`src/hdl/assert_macros.svh`:
```
// assertion macros shared by the weighted mass matrix assembly rtl
`ifndef ASSERT_MACROS_SVH
`define ASSERT_MACROS_SVH

// property must hold at every clock edge out of reset
`define CHK_ASSERT(lbl, prop, msg) \
	lbl: assert property (@(posedge clk) disable iff (!arst_n) prop) else $error(msg);

// expression must never be true at a clock edge out of reset
`define CHK_NEVER(lbl, expr, msg) \
	lbl: assert property (@(posedge clk) disable iff (!arst_n) !(expr)) else $error(msg);

`endif

```
`src/hdl/wmma_ram.sv`:
```
// generic single write port ram with one registered read port
module wmma_ram #(
	parameter int WIDTH = 32,
	parameter int DEPTH = 16,
	localparam int AW = (DEPTH > 1) ? $clog2(DEPTH) : 1
) (
	input  logic             clk,
	input  logic             we,
	input  logic [AW-1:0]    waddr,
	input  logic [WIDTH-1:0] wdata,
	input  logic [AW-1:0]    raddr,
	output logic [WIDTH-1:0] rdata
);

	logic [WIDTH-1:0] mem [DEPTH];

	always_ff @(posedge clk) begin
		if (we) begin
			mem[waddr] <= wdata;
		end
		rdata <= mem[raddr];
	end

endmodule

```
`config.mk`:
```
export PLATFORM = sky130hd
export DESIGN_NAME = wmma_ram
export DESIGN_NICKNAME = d
export VERILOG_FILES = /design/src/hdl/assert_macros.svh /design/src/hdl/wmma_ram.sv
export SDC_FILE = /design/constraint.sdc
export NUM_CORES = 1
export LEC_CHECK = 0
export BUFFER_PORTS_ARGS = -buffer_cell sky130_fd_sc_hd__buf_2
export CORE_ASPECT_RATIO = 0.6
export CORE_MARGIN = 2
export CORE_UTILIZATION = 54
export CTS_CLUSTER_SIZE = 40
export DETAILED_ROUTE_END_ITERATION = 10
export MAX_ROUTING_LAYER = met4
export PLACE_DENSITY = 0.71
export SYNTH_ARGS = -nofsm -noshare
export SYNTH_HDL_FRONTEND = slang
export SYNTH_SLANG_ARGS = --single-unit
```
`constraint.sdc`:
```
create_clock -name clk -period 11.35 [get_ports clk]
set_clock_uncertainty 0.15 [all_clocks]
set_input_delay 1.135 -clock clk [delete_from_list [all_inputs] [get_ports clk]]
set_output_delay 1.135 -clock clk [all_outputs]
set_load 0.1 [all_outputs]
```
# [After elaboration in Yosys (flattened, before gate mapping)]
# Memories as Yosys holds them, arrays and structs flattened. A register that Yosys moved wholly into a read port is not among the register bits.
# Index checks and enable logic that the tools add are counted.
[totals] n_memories=1 reg_bits=0 output_inout_bits=32 ramBits=512 word_cells=3 inputBits=42
[memory_table] name="mem" depth=16 width=32 read_ports=1 rd_clocked_by_memory_dff=1 write_ports=1 line="wmma_ram.sv:15" source="logic [WIDTH-1:0] mem [DEPTH];"
[op_classes] mux=2
[op_table] cell="2-to-1 mux 1 bit" n=2

# [Logic depth before layout (Yosys ltp)]
[logic_depth] word_depth=2 mapped_depth=5 depth_no_buf=3

# [Least setup slack after synthesis]
# Ideal clock, no wire load.
[synth_path] kind="input port to flip-flop" from="input port waddr[2]" to="memory mem[0][0] (enable)" path_stages=2 n_path_buf=0 setup_time_ns=0.461 required_time_ns=10.739 arrival_ns=3.853 setup_slack_ns=6.885 path_cell_list="or3b_2 -> nor3_1"
[synth_rtl] item="start, declared" line="wmma_ram.sv:9" source="input logic [AW-1:0] waddr,"
[synth_rtl] item="end, declared" line="wmma_ram.sv:15"
# Straight into the memory's write port.

==> results by group <==
STA
  • Worst-margin pin slew: 1.06 ns
  • Final Hold Viols: 0
  • Min Tclk post-route: 3.39 ns
  • TNS Setup: 0 ns
  • Final setup vio count: 0
  • RSZ-0062 raised after global routing: false
  • Max Freq: 295 MHz
  • Fin. max-slew vios: 0
  • Fin crit share: 0.299
  • Max_slew headroom: 0.296

Power
  • Pwr Density: 183 mW/mm²
  • Design Power: 4.11 mW
  • Net Sw Frac: 0.222
  • Power share of the sequential group: 0.550
  • Max rail drop VDD: 0.154 mV
  • Clock power share: 0.381
  • Logic pwr share: 0.069
  • Leakage: 7.18 nW
  • Power Internal: 3.20 mW
  • NetSw: 0.910 mW

Synthesis
  • Top-area cell type share of the netlist area: 0.774
  • Syn Inst Count: 838
  • Post-synth EDFFs: 512
  • Mapped Area: 0.0199 mm²
  • Synth Register Bits: 544
  • Synth area leaders: edfxtp_1 (77%), mux4_2 (15%), dfxtp_1 (3.2%)
  • Most frequent cell after synthesis: edfxtp_1
  • Synth top cells by count: edfxtp_1 (512), mux4_2 (128), a22oi_1 (64), nand2_1 (33), dfxtp_1 (32)
  • Synth Flop Type: edfxtp_1
  • Syn nets: 880
  • Post-synth ARST share: 0
  • Synth Area per Inst: 23.7 µm²
  • Synth warn: 0
  • Post-synth cell types: 18
  • Sequential share of the synthesized area: 0.807
  • Synth area leader: edfxtp_1

Route
  • Met2 wire len: 18,800 µm
  • Post-Route WL: 40,400 µm
  • Antenna Nets Post-Route: 0
  • Met3 WL: 3680 µm
  • Mean routed wirelength per cell: 27.8 µm
  • Vias post-DR: 8,907
  • Top Metal Used: met4
  • Wl on met1: 17,400 µm
  • Vias/cell: 6.13
  • DR pass1 iterations: 5
  • DR DRC count: 0
  • Initial DRC Count: 949

Clocking
  • Clk root buf: clkbuf_16
  • Reg clk slew, reported paths: 0.07 ns
  • TritonCTS clock tree: yes
  • Max Buffers Root-to-Sink: 3
  • Resize count post-CTS: 0
  • # clock sinks: 544
  • Clock latency on the worst-skew pair: 0.56 ns
  • Number of CTS-inserted buffers: 46
  • Hold buffers post-CTS: 0
  • Postcts setup bufs: 0
  • Htree depth: 2

Die
  • I/O pins: 74
  • Die H: 153 µm
  • Initial Util: 0.547
  • Die W: 252 µm
  • Total core area: 0.0363 mm²
  • Die area: 0.0384 mm²
  • Cell Rows: 54

Global routing
  • Vias in the first global route: 9,048
  • Total GRT Usage: 0.221
  • First-pass GRT wire length: 59,500 µm
  • Initial antenna violation count: 2
  • Largest net degree at the start of global routing: 84
  • Congestion Overflow GR: 0

Setup path
  • Max Fanout on Critical Path: 83
  • Critical path endpoint category: flip-flop
  • Worst endpoint required time: 11.64 ns
  • Reg2reg setup slack: 9.88 ns
  • Worst setup path startpoint: raddr[0]
  • R2R cell count: 3
  • Startpoint types: input pin
  • WS Path Type: input pin to flip-flop
  • WP data arrival: 3.68 ns
  • Reg-to-Reg Start: mem[3][1]$_DFFE_PP_

Layout
  • Area Overhead vs Synth: 12.8%
  • Area of the multi-input gates: 0.00375 mm²
  • Sequential Area: 0.0160 mm²
  • Ratio of cells with drive above 1 in the final layout: 0.319
  • Post-route cell area: 0.0224 mm²
  • Fill cells: 2,442
  • Final net count: 979

Placed design
  • Buffers on Ports: 73
  • Post-DP Area: 0.0209 mm²
  • Hpwl dp: 18,700 µm
  • RD Place Congestion: 0.692

Outcome
  • Status: complete, no violations

Hold path
  • Min-delay worst type: flip-flop to flip-flop
  • Min-delay src: mem[14][8]$_DFFE_PP_
  • Hold-critical path depth: 3

Flow run
  • Max-cap violations: 0
power by group through the flow:
stage	Clock [mW]	Combinational [mW]	Sequential, mW
finish	1.56	0.284	2.26
global route	1.67	0.301	2.26
CTS	1.59	0.288	2.26
detailed placement	0	0.287	2.30
global placement	0	0.283	2.30
floorplan	0	0.108	2.40
critical path: stages:
cell      delay (ns)
clkbuf_8        0.73
buf_4           0.84
mux4_2          0.59
a22oi_1         0.23
nand2_1         0.08
cell families after synthesis:
group	count (synthesis)	synth area share
DFF	544	0.807
AOI/OAI and AO/OA	64	0.0242
buffers and inverters	43	0.0112
muxes	128	0.145
and+or+nand+nor	59	0.0127
cells in the final DEF (no fill, tap or decap):
cell,Yosys,final
nand3_1,1,1
nand2b_1,2,2
nor2_4,0,13
mux4_2,128,128
clkbuf_8,0,7
buf_2,4,71
nor3_2,0,4
clkbuf_16,0,49
dfxtp_1,32,32
clkinv_1,0,6
buf_4,11,22
nand3b_1,2,2
edfxtp_1,512,512
a22oi_1,64,64
nand2_1,33,33
nor2b_4,0,2
diode_2,0,2
clkbuf_1,17,12
or3b_2,1,1
bufinv_16,0,2
and2_2,0,1
clkinv_2,0,11
routing by layer:
layer	up-vias	GRT usage
li1	3767	-
met1	4692	0.335
met2	400	0.320
met3	48	0.0430
met4	0	0.0385
met5	-	-
final timing paths:
kind / endpoint
max: rdata[19]$_DFF_P_
min: rdata[8]$_DFF_P_
max reg2reg: rdata[1]$_DFF_P_
min reg2reg: rdata[8]$_DFF_P_
stage by stage:
step / instances / utilization / setup WS, ns / hold WS [ns]
2_1_floorplan: 838 / - / 6.89 / 0.485
3_3_place_gp: 1365 / 0.576 / 7.26 / 0.498
3_5_place_dp: 1365 / 0.576 / 7.26 / 0.510
4_1_cts: 1451 / 0.617 / 7.83 / 0.522
5_1_grt: 1453 / 0.617 / 7.58 / 0.561
6_report: 1453 / 0.617 / 7.96 / 0.517
sequential cells by signal, summed over array words and instances (netlist names):
name,cells
mem,512
rdata,32
cell type report:
class | instances | share of cell area
multi-input combinational | 251 | 0.167
antenna | 2 | 0.000224
tap | 476 | 0.0266
timing repair buffer | 94 | 0.0239
clock buffer | 67 | 0.0605
clock inverter | 19 | 0.00615
sequential | 544 | 0.715
Note: power is estimated with default switching activity, not from simulation.
